$ cat src/hw/rtl/bb3_pkg.sv
// Shared constants, types and helper functions of the 3x3 box blur unit.
package bb3_pkg;

	localparam int MAX_WIDTH   = 1024;
	localparam int MAX_HEIGHT  = 1024;
	localparam int CFG_W       = 11;
	localparam int CFG_DIM_RST = 1024;

	localparam int WCNT_W = $clog2(MAX_WIDTH + 1);
	localparam int HCNT_W = $clog2(MAX_HEIGHT + 1);
	localparam int COL_W  = $clog2(MAX_WIDTH);

	localparam int SUM_W  = 12;
	localparam int CNT_W  = 4;
	localparam int RCP_W  = 17;
	localparam int RCP_SH = 16;

	localparam logic REQ_PIXEL = 1'b0;
	localparam logic REQ_DRAIN = 1'b1;

	localparam logic CFG_FRAME_WIDTH  = 1'b0;
	localparam logic CFG_FRAME_HEIGHT = 1'b1;

	typedef logic [23:0] pix_t;
	typedef logic [1:0] slot_t;
	// one line store column: three row slots, or window column: top, middle, bottom
	typedef logic [2:0][23:0] col_t;

	typedef struct packed {
		logic  is_pix;
		logic  emit;
		logic  save_col0;
		logic  seed_col0;
		logic  col_first;
		logic  col_last;
		logic  top_ok;
		logic  bot_ok;
		logic  frame_end;
		slot_t slot_top;
		slot_t slot_mid;
		slot_t slot_bot;
		pix_t  pix;
	} tap_ctl_t;

	typedef struct packed {
		logic [SUM_W-1:0] sum_red;
		logic [SUM_W-1:0] sum_green;
		logic [SUM_W-1:0] sum_blue;
		logic [CNT_W-1:0] cnt;
		logic             row_end;
		logic             frame_end;
	} sum_t;

	function automatic slot_t slot_inc(input slot_t s);
		case (s)
			2'd0:    slot_inc = 2'd1;
			2'd1:    slot_inc = 2'd2;
			default: slot_inc = 2'd0;
		endcase
	endfunction

	function automatic slot_t slot_dec(input slot_t s);
		case (s)
			2'd0:    slot_dec = 2'd2;
			2'd1:    slot_dec = 2'd0;
			default: slot_dec = 2'd1;
		endcase
	endfunction

	// Reciprocal scaled by 2^RCP_SH, exact after truncation for sums below 2^SUM_W
	function automatic logic [RCP_W-1:0] rcp_of(input logic [CNT_W-1:0] cnt);
		case (cnt)
			4'd1:    rcp_of = RCP_W'(65536);
			4'd2:    rcp_of = RCP_W'(32768);
			4'd3:    rcp_of = RCP_W'(21846);
			4'd4:    rcp_of = RCP_W'(16384);
			4'd6:    rcp_of = RCP_W'(10923);
			4'd9:    rcp_of = RCP_W'(7282);
			default: rcp_of = RCP_W'(65536);
		endcase
	endfunction

endpackage

$ cat src/hw/rtl/bb3_divide.sv
// Rounded division of the window sums by the tap count, into the output register.
module bb3_divide
	import bb3_pkg::*;
(
	input  logic       clk,
	input  logic       load,
	input  sum_t       sum_s2,
	output logic [7:0] red,
	output logic [7:0] green,
	output logic [7:0] blue,
	output logic       row_end,
	output logic       frame_end
);

	localparam int PROD_W = SUM_W + RCP_W;

	logic [RCP_W-1:0]  rcp;
	logic [SUM_W-1:0]  half;
	logic [SUM_W-1:0]  num_r;
	logic [SUM_W-1:0]  num_g;
	logic [SUM_W-1:0]  num_b;
	logic [PROD_W-1:0] prod_r;
	logic [PROD_W-1:0] prod_g;
	logic [PROD_W-1:0] prod_b;
	logic [7:0]        red_q;
	logic [7:0]        green_q;
	logic [7:0]        blue_q;
	logic              row_end_q;
	logic              frame_end_q;

	assign rcp  = rcp_of(sum_s2.cnt);
	assign half = SUM_W'(sum_s2.cnt >> 1);

	// round half up: add half the count before the reciprocal multiply
	assign num_r  = sum_s2.sum_red + half;
	assign num_g  = sum_s2.sum_green + half;
	assign num_b  = sum_s2.sum_blue + half;
	assign prod_r = PROD_W'(num_r) * PROD_W'(rcp);
	assign prod_g = PROD_W'(num_g) * PROD_W'(rcp);
	assign prod_b = PROD_W'(num_b) * PROD_W'(rcp);

	always_ff @(posedge clk) begin
		if (load) begin
			red_q       <= prod_r[RCP_SH +: 8];
			green_q     <= prod_g[RCP_SH +: 8];
			blue_q      <= prod_b[RCP_SH +: 8];
			row_end_q   <= sum_s2.row_end;
			frame_end_q <= sum_s2.frame_end;
		end
	end

	assign red       = red_q;
	assign green     = green_q;
	assign blue      = blue_q;
	assign row_end   = row_end_q;
	assign frame_end = frame_end_q;

endmodule
$ cat config.mk
export PLATFORM = sky130hd
export DESIGN_NAME = bb3_divide
export DESIGN_NICKNAME = d
export VERILOG_FILES = /design/src/hw/rtl/bb3_pkg.sv /design/src/hw/rtl/bb3_divide.sv
export SDC_FILE = /design/constraint.sdc
export NUM_CORES = 1
export LEC_CHECK = 0
export CORE_MARGIN = 1
export CORE_UTILIZATION = 70
export CTS_BUF_LIST = sky130_fd_sc_hd__clkbuf_16
export DETAILED_ROUTE_END_ITERATION = 16
export DONT_BUFFER_PORTS = 1
export PLACE_DENSITY = 0.95
export SETUP_SLACK_MARGIN = 0.2
export SYNTH_ARGS = -nofsm -noshare
export SYNTH_HDL_FRONTEND = slang
export SYNTH_SLANG_ARGS = --single-unit
$ cat constraint.sdc
create_clock -name clk -period 15.74 [get_ports clk]
set_input_delay 2.361 -clock clk [delete_from_list [all_inputs] [get_ports clk]]
set_output_delay 2.361 -clock clk [all_outputs]
set_load 0.03 [all_outputs]
* Word level (Yosys, flattened, before mapping)
Index checks and enable logic that the tools add are counted.
Storage, ports and cells: output and inout bits 26, input bits 44, bits in registers 26
Operators by class: multipliers 3, mux-type cells 1, $add $sub $neg 3, equality and inequality tests 5
Operator list (count):
- 17-bit one-hot mux with 5 select lines | 1
- 12-bit by 17-bit multiplier with 24-bit output | 3
- 12-bit by 3-bit adder with 12-bit output | 3
- 4-bit by 2-bit == test with 1-bit output, second input constant | 2
- 4-bit by 3-bit == test with 1-bit output, second input constant | 2
- 4-bit == test, second input constant | 1

* Logic depth before layout (Yosys ltp)
word-level depth 3, depth in mapped cells 25, gate-level depth less buffers 25

* Worst setup path after synthesis
No wires, ideal clock.
kind input port to flip-flop, from input port sum_s2[3] in the netlist's numbering, to register green_q[7] (netlist: green[7]) (data pin), arrival 7976 ps, path buffers 0, path slack 7504 ps, library setup time 260 ps, cell stages on the path 25, data required time 15480 ps, cell sequence ha_1 -> fa_1 -> a21oi_1 -> nor2_1 -> and3_1 -> xor2_1 -> nand2_1 -> inv_1 -> fa_1 -> inv_1 -> fa_1 -> inv_1 -> fa_1 -> fa_1 -> inv_1 -> fa_1 -> inv_1 -> ha_1 -> and4_1 -> a21boi_0 -> or3_1 -> o21ai_1 -> a21oi_2 -> a31oi_1 -> xnor2_1
On the way: word-level cells in the longest chain between the ends 3, elaborated cells between the ends (all ways) 8
RTL lines:
- start, declared | RTL line bb3_divide.sv:7 | input sum_t sum_s2,
- branches (longest 2 deep; another with 12-bit by 3-bit adder with 12-bit output)
- 12-bit by 17-bit multiplier with 24-bit output (*) | RTL line bb3_divide.sv:39 | assign prod_g = PROD_W'(num_g) * PROD_W'(rcp);
- named net prod_g[23] | RTL line bb3_divide.sv:23 | logic [PROD_W-1:0] prod_g;
- end signal, assigned | RTL line bb3_divide.sv:45 | green_q <= prod_g[RCP_SH +: 8];
- end, declared | RTL line bb3_divide.sv:26 | logic [7:0] green_q;
Mark *: on every way through the listed nets, which the timed path passes. A chain may end at the register's enable or synchronous reset.

* Worst setup path after layout
from input port sum_s2[3] in the netlist's numbering, to register green_q[4] (netlist: green[4]) (data pin)
The elaborated chain is that of the path after synthesis.

==> results.py <==
metrics = {
    "synthesis": {
        "synth_seq_area_share_pct": 5.11,
        "ys_ff_latch": 26,
        "async_flop_share_pct": 0,
        "syn-num-nets": 2210,
        "avgSynthCellArea_um2": 9.25,
        "syn_area_um2": 15300,
        "synth_top_area_cell": "fa_1",
        "synthTopCellsByArea": "fa_1 (50%), inv_1 (13%), ha_1 (11%), edfxtp_1 (5.1%), nand2_1 (4.1%)",
        "yosysUniqueCellTypes": 55,
        "yosys_warnings": 0,
        "synthDominantCellAreaShare_pct": 49.6,
        "synth_edf_count": 26,
        "yosys_most_used_dff": "edfxtp_1",
        "syn_inst": 1650,
    },
    "global_routing": {
        "grt_util_met3_pct": 11.4,
        "met1_usage_pct": 48.9,
        "grtUsageMet2_pct": 63.2,
        "antenna_found_initial": 0,
        "grt_use_total_pct": 38.7,
        "grt_remaining_overflow": 0,
        "grt_pass1_wl_mm": 63.8,
        "grt_pass1_vias": 12286,
        "grt_max_degree": 29,
        "busiest_layer": "met2",
    },
    "cells_and_area": {
        "fin_cells": 1911,
        "final_area_um2": 15700,
        "fin_util_pct": 73.9,
        "drive_gt1_share_pct": 1.35,
        "fillCellCount": 1579,
        "area_growth_pct": 2.66,
        "finalNetCount": 2196,
    },
    "power": {
        "total_power_w": 0.000869,
        "ir_drop_mv": 0.0864,
        "leakage_nw": 8.64,
        "p_per_area_nw_per_um2": 55.4,
    },
    "critical_path": {
        "crit_fanout": 11,
        "cp-end-kind": "register",
        "start_kind": "input pin",
        "cp_data_required_time_ns": 15.78,
        "worstPathArrival_ns": 9.16,
        "crit_type": "in -> reg",
    },
    "drt": {
        "drtAntennaViolNets": 0,
        "vias_per_cell": 5.74,
        "vias": 10969,
        "avgRoutedWirePerCell_um": 20.8,
        "wirelength_mm": 39.8,
        "drc": 0,
        "first_pass_iters": 5,
        "drtIter0Drc": 948,
    },
    "sta": {
        "setup_viol": 0,
        "min_period_over_period_pct": 57.9,
        "period_minus_slack_ns": 9.12,
        "rsz0062_at_grt": "false",
        "tns_ns": 0,
        "relSlewSlack_pct": 26.5,
        "finalHoldViolations": 0,
        "fmax_mhz": 110,
        "slew_viol_final": 0,
        "tightest_slew_ns": 1.10,
    },
    "cts": {
        "htreeDepth": 1,
        "path_clk_slew_ns": 0.08,
        "cts_tree": "built",
        "clockBufferDepth": 2,
        "cts_setup_buffers": 0,
        "cts_resized": 0,
        "cts_root_buf": "clkbuf_16",
        "numCtsBuffers": 3,
        "clock-sinks": 26,
        "postCtsHoldBufs": 0,
    },
    "placed_design": {
        "numPortBuffers": 0,
        "gp_congestion": 1.06,
        "dp_hpwl_mm": 35.4,
        "dpl_cell_area_um2": 15600,
        "placedCellCount": 1906,
    },
    "status": {
        "status": "completed",
    },
    "die": {
        "core-area_um2": 21200,
        "die-area_um2": 22400,
        "rows": 53,
        "die_y_um": 150,
        "io-pin-count": 70,
        "die_x_um": 150,
        "start_util_pct": 71.9,
    },
    "min_path": {
        "holdCritPathClass": "in -> reg",
    },
    "flow_run": {
        "maxCapViolCount": 0,
    },
}
[placed cells by master (no fill, tap or decap), drive strengths merged, types with 4 or more instances in the layout]
cell    instances
inv           523
fa            378
nand2         167
ha            138
nor2           87
xnor2          62
a21oi          48
xor2           40
edfxtp         26
o21ai          20
nand3          14
a21o           14
nand2b         11
and2           10
nor3            9
nand4           7
buf             7
nor4            6
and3            6
o21a            5
nor2b           5
o22ai           4
[stage by stage]
step                hold slack [ns]  setup slack (ns)
finish                         2.17              6.62
global route                   2.17              6.43
CTS                            2.18              6.78
detailed placement             2.46              6.51
global placement               2.46              6.69
floorplan                      2.46              7.50
[cell families after synthesis]
family	synth area share (%)
buffers and inverters	13.5
and+or+nand+nor	10.0
DFF	5.11
AOI/OAI and AO/OA	4.58
xor gates and xnor gates	5.85
adders and majority gates	60.9
[cell type report]
cell class	count	area (um^2)	share of cell area (%)
clock inverter	1	3.75	0.0240
tap	275	344	2.20
multi-input combinational	1075	12500	79.4
clock buffer	3	75.1	0.479
timing repair buffer	7	52.6	0.335
inverter	523	1960	12.5
antenna	1	2.50	0.0160
sequential	26	781	4.98
[synthesized netlist by cell type (3+ instances only)]
cell type and n:
o21ai_0 15, edfxtp_1 26, clkbuf_1 20, a211oi_1 3
ha_1 138, a21oi_1 46, o311a_1 3, nor3b_1 3
xnor2_1 62, nand3b_1 3, fa_1 378, o21ai_1 5
nand2b_1 11, nor4_1 6, nand2_1 167, buf_2 3
and2_1 10, o211ai_1 3, xor2_1 40, nor2_1 87
nand3_1 14, and3_1 6, nor3_1 9, o22ai_1 4
or3_1 3, nor2b_1 5, nand4_1 7, a21o_1 14
o21a_1 5, inv_1 523
[worst paths after layout]
| path | from | to | slack, ns | cells past startpoint |
|---|---|---|---|---|
| worst max-delay path | sum_s2[3] | green[4] | 6.62 | 25 |
| worst min-delay path | sum_s2[1] | row_end | 2.17 | 0 |
[power by group]
group | switching, W | total [W] | leakage (nW) | internal, W
Clock | 0.0000306 | 0.0000650 | 0.0385 | 0.0000344
Combinational | 0.000363 | 0.000612 | 8.34 | 0.000249
Sequential | 0.0000695 | 0.000192 | 0.254 | 0.000123
Total | 0.000463 | 0.000869 | 8.64 | 0.000406
[worst max-delay path, cell delays in order]
cell	delay [ns]
ha_1	0.21
fa_1	0.44
a21oi_1	0.20
nor2_1	0.12
and3_1	0.23
xor2_1	0.36
nand2_1	0.28
inv_1	0.22
fa_1	0.46
inv_1	0.13
fa_1	0.41
inv_1	0.14
fa_1	0.45
fa_1	0.49
inv_1	0.05
fa_1	0.48
inv_1	0.04
ha_1	0.29
and4_1	0.22
a21boi_0	0.14
or3_1	0.35
o21ai_1	0.54
o21bai_1	0.22
a21oi_1	0.21
xnor2_1	0.08
[flip-flops by register name, indices dropped and copies added (netlist names)]
register and cells:
red 8, frame_end 1, blue 8, row_end 1, green 8
[layer usage]
layer	vias up	wire [um]
li1	4787	-
met1	5445	14900
met2	612	19000
met3	125	4230
met4	0	1720
met5	-	0
Power figures use the tool's default switching activity.
