==> config.mk <==
export PLATFORM = sky130hd
export DESIGN_NAME = bb3_window
export DESIGN_NICKNAME = d
export VERILOG_FILES = /design/src/hw/rtl/bb3_pkg.sv /design/src/hw/rtl/bb3_window.sv
export SDC_FILE = /design/constraint.sdc
export NUM_CORES = 1
export LEC_CHECK = 0
export BUFFER_PORTS_ARGS = -buffer_cell sky130_fd_sc_hd__buf_2
export CORE_MARGIN = 8
export CORE_UTILIZATION = 45
export CTS_CLUSTER_SIZE = 25
export DETAILED_ROUTE_END_ITERATION = 8
export PLACE_DENSITY = 0.66
export SETUP_SLACK_MARGIN = 0.5
export SYNTH_ARGS = -nofsm -noshare
export SYNTH_HDL_FRONTEND = slang
export SYNTH_SLANG_ARGS = --single-unit
==> constraint.sdc <==
create_clock -name clk -period 8.4 [get_ports clk]
set_clock_uncertainty 0.05 [all_clocks]
set_input_delay 2.1 -clock clk [delete_from_list [all_inputs] [get_ports clk]]
set_output_delay 2.1 -clock clk [all_outputs]
set_load 0.01 [all_outputs]
==> src/hw/rtl/bb3_pkg.sv <==
// Shared constants, types and helper functions of the 3x3 box blur unit.
package bb3_pkg;

	localparam int MAX_WIDTH   = 1024;
	localparam int MAX_HEIGHT  = 1024;
	localparam int CFG_W       = 11;
	localparam int CFG_DIM_RST = 1024;

	localparam int WCNT_W = $clog2(MAX_WIDTH + 1);
	localparam int HCNT_W = $clog2(MAX_HEIGHT + 1);
	localparam int COL_W  = $clog2(MAX_WIDTH);

	localparam int SUM_W  = 12;
	localparam int CNT_W  = 4;
	localparam int RCP_W  = 17;
	localparam int RCP_SH = 16;

	localparam logic REQ_PIXEL = 1'b0;
	localparam logic REQ_DRAIN = 1'b1;

	localparam logic CFG_FRAME_WIDTH  = 1'b0;
	localparam logic CFG_FRAME_HEIGHT = 1'b1;

	typedef logic [23:0] pix_t;
	typedef logic [1:0] slot_t;
	// one line store column: three row slots, or window column: top, middle, bottom
	typedef logic [2:0][23:0] col_t;

	typedef struct packed {
		logic  is_pix;
		logic  emit;
		logic  save_col0;
		logic  seed_col0;
		logic  col_first;
		logic  col_last;
		logic  top_ok;
		logic  bot_ok;
		logic  frame_end;
		slot_t slot_top;
		slot_t slot_mid;
		slot_t slot_bot;
		pix_t  pix;
	} tap_ctl_t;

	typedef struct packed {
		logic [SUM_W-1:0] sum_red;
		logic [SUM_W-1:0] sum_green;
		logic [SUM_W-1:0] sum_blue;
		logic [CNT_W-1:0] cnt;
		logic             row_end;
		logic             frame_end;
	} sum_t;

	function automatic slot_t slot_inc(input slot_t s);
		case (s)
			2'd0:    slot_inc = 2'd1;
			2'd1:    slot_inc = 2'd2;
			default: slot_inc = 2'd0;
		endcase
	endfunction

	function automatic slot_t slot_dec(input slot_t s);
		case (s)
			2'd0:    slot_dec = 2'd2;
			2'd1:    slot_dec = 2'd0;
			default: slot_dec = 2'd1;
		endcase
	endfunction

	// Reciprocal scaled by 2^RCP_SH, exact after truncation for sums below 2^SUM_W
	function automatic logic [RCP_W-1:0] rcp_of(input logic [CNT_W-1:0] cnt);
		case (cnt)
			4'd1:    rcp_of = RCP_W'(65536);
			4'd2:    rcp_of = RCP_W'(32768);
			4'd3:    rcp_of = RCP_W'(21846);
			4'd4:    rcp_of = RCP_W'(16384);
			4'd6:    rcp_of = RCP_W'(10923);
			4'd9:    rcp_of = RCP_W'(7282);
			default: rcp_of = RCP_W'(65536);
		endcase
	endfunction

endpackage

==> src/hw/rtl/bb3_window.sv <==
// 3x3 window: shift in the new column, keep the row-start column, sum the taps.
module bb3_window
	import bb3_pkg::*;
(
	input  logic     clk,
	input  logic     arst_n,
	input  logic     consume,
	input  tap_ctl_t ctl_s1,
	input  col_t     rdata_s1,
	output sum_t     sum_d
);

	col_t win_l_q;
	col_t win_c_q;
	col_t win_r_q;
	col_t col0_q;
	col_t fresh;
	col_t nxt_l;
	col_t nxt_c;
	col_t nxt_r;
	logic [1:0] nrows;
	logic [1:0] ncols;

	always_comb begin
		fresh[0] = rdata_s1[ctl_s1.slot_top];
		fresh[1] = rdata_s1[ctl_s1.slot_mid];
		// the bottom row of a pixel item is the pixel itself, its slot is stale
		fresh[2] = ctl_s1.is_pix ? ctl_s1.pix : rdata_s1[ctl_s1.slot_bot];
		nxt_l    = ctl_s1.col_first ? '0 : win_c_q;
		nxt_c    = ctl_s1.col_first ? col0_q : win_r_q;
		nxt_r    = ctl_s1.col_last ? '0 : fresh;
	end

	assign nrows = 2'd1 + {1'b0, ctl_s1.top_ok} + {1'b0, ctl_s1.bot_ok};
	assign ncols = 2'd1 + {1'b0, !ctl_s1.col_first} + {1'b0, !ctl_s1.col_last};

	always_comb begin : sum_blk
		pix_t             tap;
		logic [SUM_W-1:0] acc_r;
		logic [SUM_W-1:0] acc_g;
		logic [SUM_W-1:0] acc_b;
		acc_r = '0;
		acc_g = '0;
		acc_b = '0;
		for (int k = 0; k < 3; k++) begin
			for (int j = 0; j < 3; j++) begin
				tap = (k == 0) ? nxt_l[j] : ((k == 1) ? nxt_c[j] : nxt_r[j]);
				if ((j == 0 && !ctl_s1.top_ok) || (j == 2 && !ctl_s1.bot_ok)) begin
					tap = '0;
				end
				acc_r = acc_r + SUM_W'(tap[23:16]);
				acc_g = acc_g + SUM_W'(tap[15:8]);
				acc_b = acc_b + SUM_W'(tap[7:0]);
			end
		end
		sum_d.sum_red   = acc_r;
		sum_d.sum_green = acc_g;
		sum_d.sum_blue  = acc_b;
		sum_d.cnt       = CNT_W'({2'b00, nrows} * {2'b00, ncols});
		sum_d.row_end   = ctl_s1.col_last;
		sum_d.frame_end = ctl_s1.frame_end;
	end

	always_ff @(posedge clk or negedge arst_n) begin
		if (!arst_n) begin
			win_l_q <= '0;
			win_c_q <= '0;
			win_r_q <= '0;
			col0_q  <= '0;
		end else if (consume) begin
			if (ctl_s1.emit) begin
				win_l_q <= nxt_l;
				win_c_q <= nxt_c;
				win_r_q <= nxt_r;
			end
			// first pixel of a frame seeds the middle row for single-row frames
			if (ctl_s1.save_col0) begin
				col0_q <= ctl_s1.seed_col0 ? {3{ctl_s1.pix}} : fresh;
			end
		end
	end

endmodule

# Word-level counts from Yosys, hierarchy flattened
# Index checks and enable logic that the tools add are counted.
# W data, S select, Z words.
[totals]
register_bits = 216
in_bits = 114
output_inout_bits = 42
[op_classes]
add_sub_neg = 28
n_mul = 1
n_lt_le_gt_ge = 3
mux = 17
reduce_logical = 4
[ops]
columns = ["operator", "n"]
rows = [
  ["$mux W72", 4],
  ["$mux W24", 10],
  ["$add A12 B8 Y12", 12],
  ["$bmux W24 S2", 3],
  ["$add A11 B8 Y12", 3],
  ["$add A10 B8 Y11", 3],
  ["$add A9 B8 Y10", 3],
  ["$add A8 B8 Y9", 3],
  ["$lt A2 B3 Y1 const B", 3],
  ["$add A1 B1 Y2 const A", 2],
  ["$add A2 B1 Y2", 2],
  ["$mul A2 B2 Y4", 1],
  ["$reduce_and A2 Y1", 2],
  ["$logic_not A1 Y1", 2],
]

# Logic depth before layout (Yosys ltp)
# Gate-level depths: netlist of the first run.
[logic_depth]
ltp_word = 10
depth_mapped = 23
mapped_depth_nobuf = 21

# Least setup slack after synthesis of the first run
# OpenSTA, ideal clock, no wires.
[synth_path]
kind = "input port to output port"
startpoint = "input port ctl_s1[34] (netlist bit)"
endpoint = "output port sum_d[16] (netlist bit)"
arrival_time_ns = 6.585
t_required_ns = 6.250
slack_ns = -0.335
stages = 19
path_buffers = 3
cell_sequence = "buf_2 -> buf_2 -> nor2_1 -> buf_2 -> nand2_1 -> fa_1 -> inv_1 -> fa_1 -> fa_1 -> inv_1 -> fa_1 -> inv_1 -> ha_1 -> fa_1 -> a21oi_1 -> o21ai_0 -> and2_1 -> o41ai_2 -> xnor2_1"
[synth_rtl]
columns = ["element", "line", "source"]
rows = [
  ["start, declared", "bb3_window.sv:8", "input tap_ctl_t ctl_s1,"],
  ["end, declared", "bb3_window.sv:10", "output sum_t sum_d"],
]

==> flow_metrics.env, run 1 <==
export IMPL_globalRouteMet3Util_pct=5.72
export IMPL_antenna_found_initial=0
export IMPL_ys_warn_count=0
export IMPL_synth_edff_count=0
export IMPL_io_buffers=153
export IMPL_ir_worst_vdd_mv=0.321
export IMPL_ctsHtreeMaxLevel=1
export IMPL_rows=71
export IMPL_critPathArrivalTime_ns=6.59
export IMPL_cts_max_path_buffers=3
export IMPL_ys_async_sr_fraction_pct=100
export IMPL_r2r_start="col0_q[34]"
export IMPL_fmax_ghz=0.114
export IMPL_synth_ff_type="dfrtp_1"
export IMPL_via_count=14300
export IMPL_finalPower_mw=5.64
export IMPL_dpl_cell_count=2559
export IMPL_coreArea_sq_mm=0.0375
export IMPL_min_path_type="flop to flop"
export IMPL_place_ws_ns=-0.516
export IMPL_crit_path_max_incr_delay_ns=0.55
export IMPL_hold_viol_final=0
export IMPL_cts_sinks=216
export IMPL_avgRoutedWirePerCell_um=20.1
export IMPL_grt_pass1_vias=15100
export IMPL_synth_top_cell_by_area="dfrtp_1"
export IMPL_syn_area_sq_mm=0.0170
export IMPL_grt_max_degree=159
export IMPL_min_from="win_r_q[24]"
export IMPL_final_nets=2464
export IMPL_clock_latency_ns=0.54
export IMPL_synth_cells=1795
export IMPL_final_cell_count_no_fill=2676
export IMPL_yosys_top_cells_area="dfrtp_1, fa_1, mux2i_1"
export IMPL_viasPerCell=5.34
export IMPL_avgSynthCellArea_sq_um=9.49
export IMPL_yosys_top_cells_count="nand2_1, dfrtp_1, o21ai_0"
export IMPL_crit_fanout=5
export IMPL_endpoint_kind="primary output"
export IMPL_ioPinCount=156
export IMPL_grt_pass1_wl_um=83600
export IMPL_numCtsBuffers=26
export IMPL_pwr_share_clk_pct=22.7
export IMPL_cts_tree="done"
export IMPL_start_util_pct=45.4
export IMPL_seqPwrFrac_pct=22.5
export IMPL_place_congestion=0.914
export IMPL_cp_start_kind="input port"
export IMPL_relSlewSlack_pct=29.8
export IMPL_worst_slew_pin_slew_ns=1.05
export IMPL_drtIter0Drc=1150
export IMPL_ys_seq_elements=216
export IMPL_powerDensity_mw_per_mm2=255
export IMPL_die_area_sq_mm=0.0443
export IMPL_setup_viol=20
export IMPL_drc=0
export IMPL_clk_pin_slew_worst_paths_ns=0.06
export IMPL_crit_family="adder cells"
export IMPL_path_class="input port to primary output"
export IMPL_drtPass1Iterations=6
export IMPL_grtUsageTotal_pct=23.8
export IMPL_cp_cell_sequence="buf_12, buf_8, buf_12, buf_8, mux2i_1, o21ai_2, nand2_1, fa_1, inv_1, fa_1, fa_1, inv_1, fa_1, inv_2, fa_2, a21oi_2, o21ai_1, and2_4, o41ai_4, xnor2_1, buf_2"
export IMPL_critPathMostFrequentCell="fa_1"
export IMPL_violations="setup timing"
export IMPL_cp_startpoint="ctl_s1[28]"
export IMPL_fillers=3229
export IMPL_fp_dieW_um=211
export IMPL_rsz0062_at_grt="true"
export IMPL_antenna_left=0
export IMPL_ys_types=48
export IMPL_top_usage_layer="met2"
export IMPL_sw_frac_of_total_pct=37.7
export IMPL_max_cap_violations=0
export IMPL_use_met1_pct=31.7
export IMPL_antenna_cells=0
export IMPL_cp_num_buf_inv=8
export IMPL_hpwl_um=38500
export IMPL_cts_root_buf="clkbuf_16"
export IMPL_power_frac_comb_pct=54.8
export IMPL_dieHeight_um=211
export IMPL_met2_usage_pct=38.5
export IMPL_status="finished with violations"
export IMPL_synth_top_area_share_pct=31.7
export IMPL_ys_seq_area_share_pct=31.7
export IMPL_grt_overflow=0
export IMPL_slew_viol_final=0
export IMPL_crit_required_ns=6.25
export IMPL_routed_wl_um=53700
export IMPL_synthesis_nets=2114
export IMPL_power_internal_mw=3.51
export IMPL_syn_to_final_growth_pct=29.9
export IMPL_min_period_over_period_pct=104
export IMPL_period_needed_ns=8.74
export IMPL_cpMaxStageDelayCell="fa_1"
export IMPL_power_leakage_nw=11.1
export IMPL_yosysMostFrequentCell="nand2_1"
export IMPL_drive_gt1_share_pct=31.8
export IMPL_finalWorstSetupSlack_ns=-0.337
export IMPL_power_switching_mw=2.13
sequential cells by signal, summed over array words and instances (netlist names):
| register | count |
|---|---|
| win_r_q | 72 |
| col0_q | 72 |
| win_c_q | 72 |
power groups by stage:
stage / logic (mW) / registers (mW) / clock network (mW)
after detailed placement: 2.57 / 1.28 / 0
after global placement: 2.54 / 1.28 / 0
final: 3.09 / 1.27 / 1.28
after CTS: 2.81 / 1.27 / 1.30
after global routing: 3.43 / 1.29 / 1.33
after floorplan: 1.58 / 1.26 / 0
area by class of cell:
cell class | count | area, sq um | share of cell area, %
Multi-Input combinational cell | 1279 | 10900 | 49.3
Sequential cell | 216 | 5410 | 24.4
Timing Repair Buffer | 429 | 3460 | 15.6
Clock buffer | 37 | 793 | 3.58
Inverter | 193 | 731 | 3.30
Tap cell | 511 | 639 | 2.89
Clock inverter | 11 | 185 | 0.837
logic make-up (layout without fill, tap and decap cells):
kind of cell | Yosys count | after routing | synth area share, %
simple gates | 487 | 487 | 13.0
compound gates | 362 | 362 | 11.8
buf+inv | 300 | 670 | 7.75
flops | 216 | 216 | 31.7
fa+ha+maj | 205 | 205 | 22.2
mux | 204 | 204 | 12.4
xor+xnor | 21 | 21 | 1.08
worst paths after layout:
kind | endpoint | slack [ns] | depth (start not counted)
min in group asynchronous | win_r_q[31] | 1.62 | 1
hold / removal | win_r_q[24] | 0.43 | 2
setup / recovery | sum_d[16] | -0.34 | 21
max in group asynchronous | win_c_q[26] | 5.14 | 2
hold reg to reg | win_r_q[24] | 0.43 | 2
setup reg to reg | win_c_q[34] | 7.18 | 3
layout by cell type, fill, tap and decap left out, types with 6 or more instances in the layout:
cell | synthesis | final
o21ai_0 | 202 | 184
nor2_1 | 87 | 81
fa_2 | 0 | 17
o21ai_2 | 10 | 27
a22o_1 | 24 | 24
xnor2_2 | 0 | 6
xnor2_1 | 16 | 10
and2_1 | 11 | 9
clkbuf_16 | 0 | 27
o21ai_1 | 67 | 66
a21o_1 | 6 | 6
nor2b_1 | 20 | 18
buf_4 | 14 | 207
nand2_2 | 0 | 11
dfrtp_1 | 216 | 216
ha_4 | 0 | 9
mux2i_1 | 150 | 139
nand2b_1 | 37 | 37
a21oi_1 | 34 | 24
and3_1 | 24 | 24
mux2i_2 | 0 | 7
clkbuf_8 | 0 | 9
a21oi_2 | 0 | 6
nand2_1 | 278 | 264
fa_1 | 162 | 145
nor2b_4 | 4 | 6
inv_2 | 0 | 20
and2b_4 | 16 | 16
buf_8 | 1 | 7
inv_1 | 191 | 171
buf_6 | 11 | 46
ha_1 | 43 | 31
buf_12 | 1 | 27
mux2_2 | 54 | 54
buf_2 | 21 | 140
layer usage:
| layer | vias up | wire [um] |
|---|---|---|
| met5 | - | 0 |
| met4 | 0 | 1700 |
| met3 | 110 | 4270 |
| met2 | 542 | 25100 |
| met1 | 7084 | 22500 |
| li1 | 6553 | - |
stage by stage:
step	hold WS, ns	TNS (ns)	util, %	area, sq um
5_1_grt	0.449	-6.35	59.0	22100
2_1_floorplan	0.392	0	-	17300
3_5_place_dp	0.418	-5.97	52.8	19800
3_3_place_gp	0.406	-4.70	52.8	19800
4_1_cts	0.431	-1.87	57.3	21500
6_report	0.427	-2.97	59.0	22100
tightest hold or removal path: stages (launching register included):
cell	delay, ns
dfrtp_1	0.34
nand2_1	0.04
o21ai_0	0.06
what timing repair did:
item,in CTS,in global routing
buffers inserted,36,32
gates resized for setup,108,105
gates cloned,1,0
pin swaps,62,93
endpoints found under the setup margin,27,27
hold buffers,0,0
Power figures use the tool's default switching activity.
==> inputs of run 2 (changes only) <==
--- a/config.mk
+++ b/config.mk
@@ -10,6 +10,7 @@
 export CORE_UTILIZATION = 45
 export CTS_CLUSTER_SIZE = 25
 export DETAILED_ROUTE_END_ITERATION = 8
+export GPL_TIMING_DRIVEN = 0
 export PLACE_DENSITY = 0.66
 export SETUP_SLACK_MARGIN = 0.5
 export SYNTH_ARGS = -nofsm -noshare
==> run 2 against run 1 <==
Net effect: the flow still finishes with violations (setup timing); combinational power about the same; critical path type unchanged; final area is 0.35% lower; maximum frequency is 1.3% lower; non-clock buffer count shrank 31; hold slack about the same; cell count decreased by 1.2%; routed wire length up 27%; setup slack worse by 0.12 ns; power decreased by 1.9%; clock power is 7% lower.
==> flow_metrics.env, run 2 (same netlist as run 1, synthesis figures left out) <==
export IMPL_via_count=15300
export IMPL_fmax_ghz=0.113
export IMPL_relSlewSlack_pct=33.9
export IMPL_min_path_cells=2
export IMPL_antenna_left=0
export IMPL_antenna_cells=0
export IMPL_seqPwrFrac_pct=23.1
export IMPL_r2r_slack_ns=7.24
export IMPL_worst_slew_pin_slew_ns=0.991
export IMPL_powerDensity_mw_per_mm2=251
export IMPL_r2r_cells=5
export IMPL_coreArea_sq_mm=0.0375
export IMPL_power_frac_comb_pct=55.5
export IMPL_ir_worst_vdd_mv=0.249
export IMPL_io_buffers=149
export IMPL_ioPinCount=156
export IMPL_grt_pass1_wl_um=98900
export IMPL_crit_required_ns=6.25
export IMPL_hpwl_um=46900
export IMPL_sw_frac_of_total_pct=40.1
export IMPL_drive_gt1_share_pct=29.4
export IMPL_grt_overflow=0
export IMPL_min_path_type="flop to flop"
export IMPL_final_cell_mix="nand2_1, dfrtp_1, o21ai_0"
export IMPL_path_class="input port to primary output"
export IMPL_clock_latency_ns=0.54
export IMPL_drc=0
export IMPL_viasPerCell=5.81
export IMPL_antenna_found_initial=0
export IMPL_rows=71
export IMPL_place_area_sq_mm=0.0187
export IMPL_timing_setup_tns_ns=-5.30
export IMPL_max_cap_violations=0
export IMPL_power_leakage_nw=10.9
export IMPL_reg_top3="col0_q x72, win_c_q x72, win_r_q x72"
export IMPL_cts_max_path_buffers=3
export IMPL_start_util_pct=45.4
export IMPL_grt_max_degree=85
export IMPL_fp_dieW_um=211
export IMPL_avgRoutedWirePerCell_um=25.8
export IMPL_rr_endpoint="win_c_q[55]"
export IMPL_grt_pass1_vias=15600
export IMPL_cp_start_kind="input port"
export IMPL_place_congestion=0.988
export IMPL_setup_viol=22
export IMPL_power_switching_mw=2.22
export IMPL_status="finished with violations"
export IMPL_routed_wl_um=68100
export IMPL_cts_tree="done"
export IMPL_period_needed_ns=8.86
export IMPL_violations="setup timing"
export IMPL_clk_pin_slew_worst_paths_ns=0.06
export IMPL_cts_root_buf="clkbuf_16"
export IMPL_numCtsBuffers=26
export IMPL_slew_viol_final=0
export IMPL_fin_area_sq_mm=0.0221
export IMPL_critPathArrivalTime_ns=6.71
export IMPL_cp_startpoint="ctl_s1[33]"
export IMPL_dieHeight_um=211
export IMPL_syn_to_final_growth_pct=29.5
export IMPL_crit_end="sum_d[16]"
export IMPL_drtPass1Iterations=6
export IMPL_cts_sinks=216
export IMPL_power_internal_mw=3.32
export IMPL_rsz0062_at_grt="true"
export IMPL_hold_viol_final=0
export IMPL_layout_commonest_cell="nand2_1"
export IMPL_pwr_share_clk_pct=21.4
export IMPL_r2r_start="win_r_q[55]"
export IMPL_final_nets=2433
export IMPL_die_area_sq_mm=0.0443
export IMPL_grtUsageTotal_pct=30.0
export IMPL_drtIter0Drc=1542
export IMPL_crit_fanout=4
export IMPL_min_period_over_period_pct=105
export IMPL_endpoint_kind="primary output"
export IMPL_ctsHtreeMaxLevel=1
export IMPL_finalWorstSetupSlack_ns=-0.456
run 2: changes by cell type in the layout (fill, tap and decap cells not counted), moves of 9 or more:
cell,change
clkbuf_1,+44
buf_4,-111
buf_12,+13
inv_2,+10
inv_1,-10
nand2_4,+9
run 2: worst min path at each step:
stage / endpoint / startpoint
CTS: win_c_q[55] / win_c_q[55]
detailed placement: win_c_q[55] / win_c_q[55]
finish: win_c_q[55] / win_c_q[55]
floorplan: win_c_q[15] / win_c_q[15]
global placement: col0_q[42] / col0_q[42]
global route: win_c_q[32] / win_c_q[32]
run 2: final cells by class:
cell class	count	area, sq um
inverters	193	729
plain buffers	107	1050
clock inverters	11	130
flip-flops and latches	216	5410
repair buffers	291	2300
well taps	511	639
clock buffers	35	746
fillers	3282	15400
multi-input cells	1279	11100
run 2: critical path: stages:
cell and delay, ns:
buf_8 0.10, clkbuf_16 0.16, buf_12 0.13, nor2_4 0.14, buf_12 0.13, buf_12 0.11, buf_12 0.10, buf_12 0.10
nand2_4 0.05, fa_1 0.51, inv_2 0.04, fa_1 0.51, inv_2 0.04, fa_2 0.39, fa_1 0.52, inv_1 0.04
ha_2 0.17, fa_2 0.38, a21oi_4 0.16, o21ai_1 0.08, and2_4 0.16, o41ai_4 0.23, xnor2_1 0.17, buf_2 0.16
run 2: stage by stage:
stage | cells | hold WS (ns) | total power [mW] | utilization [%] | worst slack, ns
finish | 2643 | 0.427 | 5.54 | 58.8 | -0.456
detailed placement | 2457 | 0.412 | 3.60 | 49.9 | -1.20
global route | 2643 | 0.450 | 5.88 | 58.8 | -0.594
CTS | 2612 | 0.425 | 5.21 | 57.2 | -0.427
floorplan | 1795 | 0.392 | 2.84 | - | 0.104
global placement | 2455 | 0.407 | 3.55 | 49.8 | -1.12
run 2: metal layers:
layer	GRT usage [%]	up-vias	wire length, um
met5	0	-	0
li1	-	6479	-
met2	45.5	979	29900
met1	38.6	7616	26100
met3	8.81	271	7850
met4	16.0	0	4200
run 2: power groups by stage:
| stage | registers, mW | logic, mW | clock network, mW |
|---|---|---|---|
| floorplan | 1.26 | 1.58 | 0 |
| global placement | 1.28 | 2.27 | 0 |
| detailed placement | 1.29 | 2.31 | 0 |
| CTS | 1.27 | 2.76 | 1.18 |
| global route | 1.30 | 3.36 | 1.22 |
| finish | 1.28 | 3.07 | 1.19 |
run 2: timing repair:
| action | CTS | global route |
|---|---|---|
| resized for setup | 201 | 99 |
| pin swaps | 83 | 67 |
| endpoints found under the setup margin | 33 | 28 |
| hold buffers | 0 | 0 |
| cloned | 2 | 0 |
| setup buffers | 107 | 31 |
==> inputs of run 3 (changes only) <==
--- a/config.mk
+++ b/config.mk
@@ -5,13 +5,14 @@
 export SDC_FILE = /design/constraint.sdc
 export NUM_CORES = 1
 export LEC_CHECK = 0
-export BUFFER_PORTS_ARGS = -buffer_cell sky130_fd_sc_hd__buf_2
+export ABC_AREA = 1
+export BUFFER_PORTS_ARGS = -buffer_cell sky130_fd_sc_hd__clkbuf_2
 export CORE_MARGIN = 8
 export CORE_UTILIZATION = 45
 export CTS_CLUSTER_SIZE = 25
 export DETAILED_ROUTE_END_ITERATION = 8
 export GPL_TIMING_DRIVEN = 0
-export PLACE_DENSITY = 0.66
+export PLACE_DENSITY = 0.68
 export SETUP_SLACK_MARGIN = 0.5
 export SYNTH_ARGS = -nofsm -noshare
 export SYNTH_HDL_FRONTEND = slang
==> run 3 against run 2 <==
Net effect: the flow now finishes without violations; power grew 16%; clock power down 9%; sequential cell count unchanged; setup slack improved by 0.51 ns; hold slack improved by 0.0088 ns.
==> flow_metrics.env, run 3 <==
export IMPL_finalWorstSetupSlack_ns=0.0536
export IMPL_grt_max_degree=92
export IMPL_synthesis_nets=2626
export IMPL_clk_pin_slew_worst_paths_ns=0.06
export IMPL_power_leakage_nw=11.8
export IMPL_final_cell_count_no_fill=3123
export IMPL_yosysMostFrequentCell="nand2_1"
export IMPL_final_nets=2907
export IMPL_io_buffers=149
export IMPL_min_period_over_period_pct=99.4
export IMPL_numCtsBuffers=25
export IMPL_grt_pass1_vias=17600
export IMPL_routed_wl_um=73900
export IMPL_rows=72
export IMPL_dpl_cell_count=2976
export IMPL_critPathMostFrequentCell="fa_1"
export IMPL_ys_seq_elements=216
export IMPL_die_area_sq_mm=0.0458
export IMPL_slew_viol_final=0
export IMPL_ys_seq_area_share_pct=30.7
export IMPL_drtIter0Drc=2043
export IMPL_endpoint_kind="primary output"
export IMPL_ys_warn_count=0
export IMPL_place_ws_ns=-0.734
export IMPL_cts_root_buf="clkbuf_16"
export IMPL_fp_dieW_um=214
export IMPL_worst_slew_pin_slew_ns=1.01
export IMPL_setup_viol=0
export IMPL_cp_cell_sequence="clkbuf_2, inv_2, buf_8, buf_4, or2_2, nand3_4, nor2_4, fa_1, fa_1, fa_1, inv_1, fa_1, inv_2, ha_4, inv_2, fa_2, o21ai_4, nand3_2, nand2_2, nand2_2, nand2_2, buf_6"
export IMPL_ioPinCount=156
export IMPL_r2r_start="col0_q[71]"
export IMPL_synth_top_area_share_pct=30.7
export IMPL_avgSynthCellArea_sq_um=7.64
export IMPL_ys_types=27
export IMPL_via_count=17700
export IMPL_synth_ff_type="dfrtp_1"
export IMPL_viasPerCell=5.66
export IMPL_ctsHtreeMaxLevel=1
export IMPL_grt_pass1_wl_um=109000
export IMPL_critPathArrivalTime_ns=6.20
export IMPL_final_cell_mix="nand2_1, inv_1, dfrtp_1"
export IMPL_worst_path_stages=22
export IMPL_place_congestion=0.960
export IMPL_grtUsageTotal_pct=31.1
export IMPL_antenna_left=0
export IMPL_reg_top3="col0_q x72, win_c_q x72, win_r_q x72"
export IMPL_cpMaxStageDelayCell="fa_1"
export IMPL_max_cap_violations=0
export IMPL_path_class="input port to primary output"
export IMPL_fmax_ghz=0.120
export IMPL_crit_family="adder cells"
export IMPL_coreArea_sq_mm=0.0386
export IMPL_ys_async_sr_fraction_pct=100
export IMPL_crit_fanout=5
export IMPL_cts_sinks=216
export IMPL_grt_overflow=0
export IMPL_cp_num_buf_inv=8
export IMPL_r2r_cells=4
export IMPL_syn_area_sq_mm=0.0176
export IMPL_layout_commonest_cell="nand2_1"
export IMPL_drtPass1Iterations=6
export IMPL_ir_worst_vdd_mv=0.267
export IMPL_avgRoutedWirePerCell_um=23.7
export IMPL_min_path_cells=2
export IMPL_powerDensity_mw_per_mm2=277
export IMPL_clock_latency_ns=0.54
export IMPL_yosys_top_cells_count="nand2_1, inv_1, dfrtp_1"
export IMPL_drive_gt1_share_pct=27.7
export IMPL_syn_to_final_growth_pct=31.3
export IMPL_place_area_sq_mm=0.0192
export IMPL_hold_viol_final=0
export IMPL_fin_area_sq_mm=0.0231
export IMPL_holdBufCountCts=0
export IMPL_antenna_found_initial=4
export IMPL_relSlewSlack_pct=32.7
export IMPL_cp_startpoint="ctl_s1[38]"
export IMPL_crit_path_max_incr_delay_ns=0.52
export IMPL_start_util_pct=45.6
export IMPL_cts_tree="done"
export IMPL_crit_required_ns=6.25
export IMPL_min_path_type="flop to flop"
export IMPL_period_needed_ns=8.35
export IMPL_min_from="win_r_q[4]"
export IMPL_rsz0062_at_grt="true"
export IMPL_synth_edff_count=0
export IMPL_status="completed"
export IMPL_hpwl_um=54600
export IMPL_dieHeight_um=214
export IMPL_synth_top_cell_by_area="dfrtp_1"
export IMPL_cp_start_kind="input port"
export IMPL_yosys_top_cells_area="dfrtp_1, fa_1, nand2_1"
export IMPL_cts_max_path_buffers=3
export IMPL_synth_cells=2307
export IMPL_drc=0
==> run 3: cell types whose count changed after synthesis, moves of 23 or more <==
| cell | change |
|---|---|
| nand2_1 | +332 |
| nand3_1 | +208 |
| inv_1 | +169 |
| nor2_1 | +100 |
| mux2i_1 | -96 |
| o21ai_0 | -83 |
| a21oi_1 | +74 |
| mux2_2 | -54 |
| nand2b_1 | -37 |
| o21ai_1 | -26 |
| a22o_1 | -24 |
| and3_1 | -24 |
| or2_2 | +23 |
==> run 3: layer usage <==
| metal | up-vias | part of all wire, % | global-route usage (%) |
|---|---|---|---|
| met3 | 227 | 11 | 8.50 |
| met5 | - | 0.053 | 1.39 |
| met1 | 8674 | 40 | 41.4 |
| met2 | 1098 | 45 | 48.0 |
| met4 | 6 | 4.4 | 11.1 |
| li1 | 7686 | - | - |
==> run 3: final cells by class <==
type                    count  area, sq um
inverters                 366         1410
well taps                 518          648
plain buffers             125         1130
clock inverters             6         62.6
clock buffers              37          711
flip-flops and latches    216         5410
repair buffers            254         1980
multi-input cells        1600        11800
fillers                  3399        15500
diodes                      1         2.50
==> run 3: worst paths after layout <==
path / slack (ns) / end
max: 0.05 / sum_d[26]
min: 0.44 / win_r_q[4]
max reg2reg: 7.31 / win_c_q[71]
min reg2reg: 0.44 / win_r_q[4]
max in group asynchronous: 5.97 / win_c_q[68]
min in group asynchronous: 1.48 / win_c_q[1]
==> run 3: report_power, final <==
group / switching, mW / leakage, nW / internal, mW / total (mW)
registers: 0.0942 / 2.68 / 1.19 / 1.28
clock network: 0.465 / 0.381 / 0.614 / 1.08
logic: 2.28 / 8.72 / 1.77 / 4.05
==> run 3: cell families (layout without fill, tap and decap cells) <==
group / Yosys count / count (layout) / synth area share, %
flip-flops: 216 / 216 / 30.7
other: 0 / 1 / 0
AND/OR/NAND/NOR: 1033 / 1033 / 23.9
buffers and inverters: 491 / 788 / 11.4
XOR/XNOR: 13 / 13 / 0.646
AO/OA/AOI/OAI: 295 / 295 / 8.91
multiplexers: 54 / 54 / 3.07
adder cells (fa/ha/maj): 205 / 205 / 21.4
==> run 3: worst min-delay path: stages, from the launching register on <==
cell,delay (ns)
dfrtp_1,0.34
nand2_1,0.06
nand2_1,0.05
==> run 3: repair_timing <==
| action | in CTS | in global routing |
|---|---|---|
| gates resized for setup | 403 | 185 |
| buffers inserted | 72 | 26 |
| pin swaps | 109 | 120 |
| gates cloned | 4 | 1 |
| endpoints found under the setup margin | 30 | 27 |
==> run 3: metrics by stage <==
step	hold slack [ns]	power (mW)	utilization, %	setup TNS (ns)
6_report	0.436	6.41	59.9	0
5_1_grt	0.454	6.83	59.9	-0.629
4_1_cts	0.435	5.91	57.7	0
3_5_place_dp	0.415	4.10	49.8	-10.87
3_3_place_gp	0.412	4.01	49.6	-9.19
2_1_floorplan	0.398	3.19	-	0
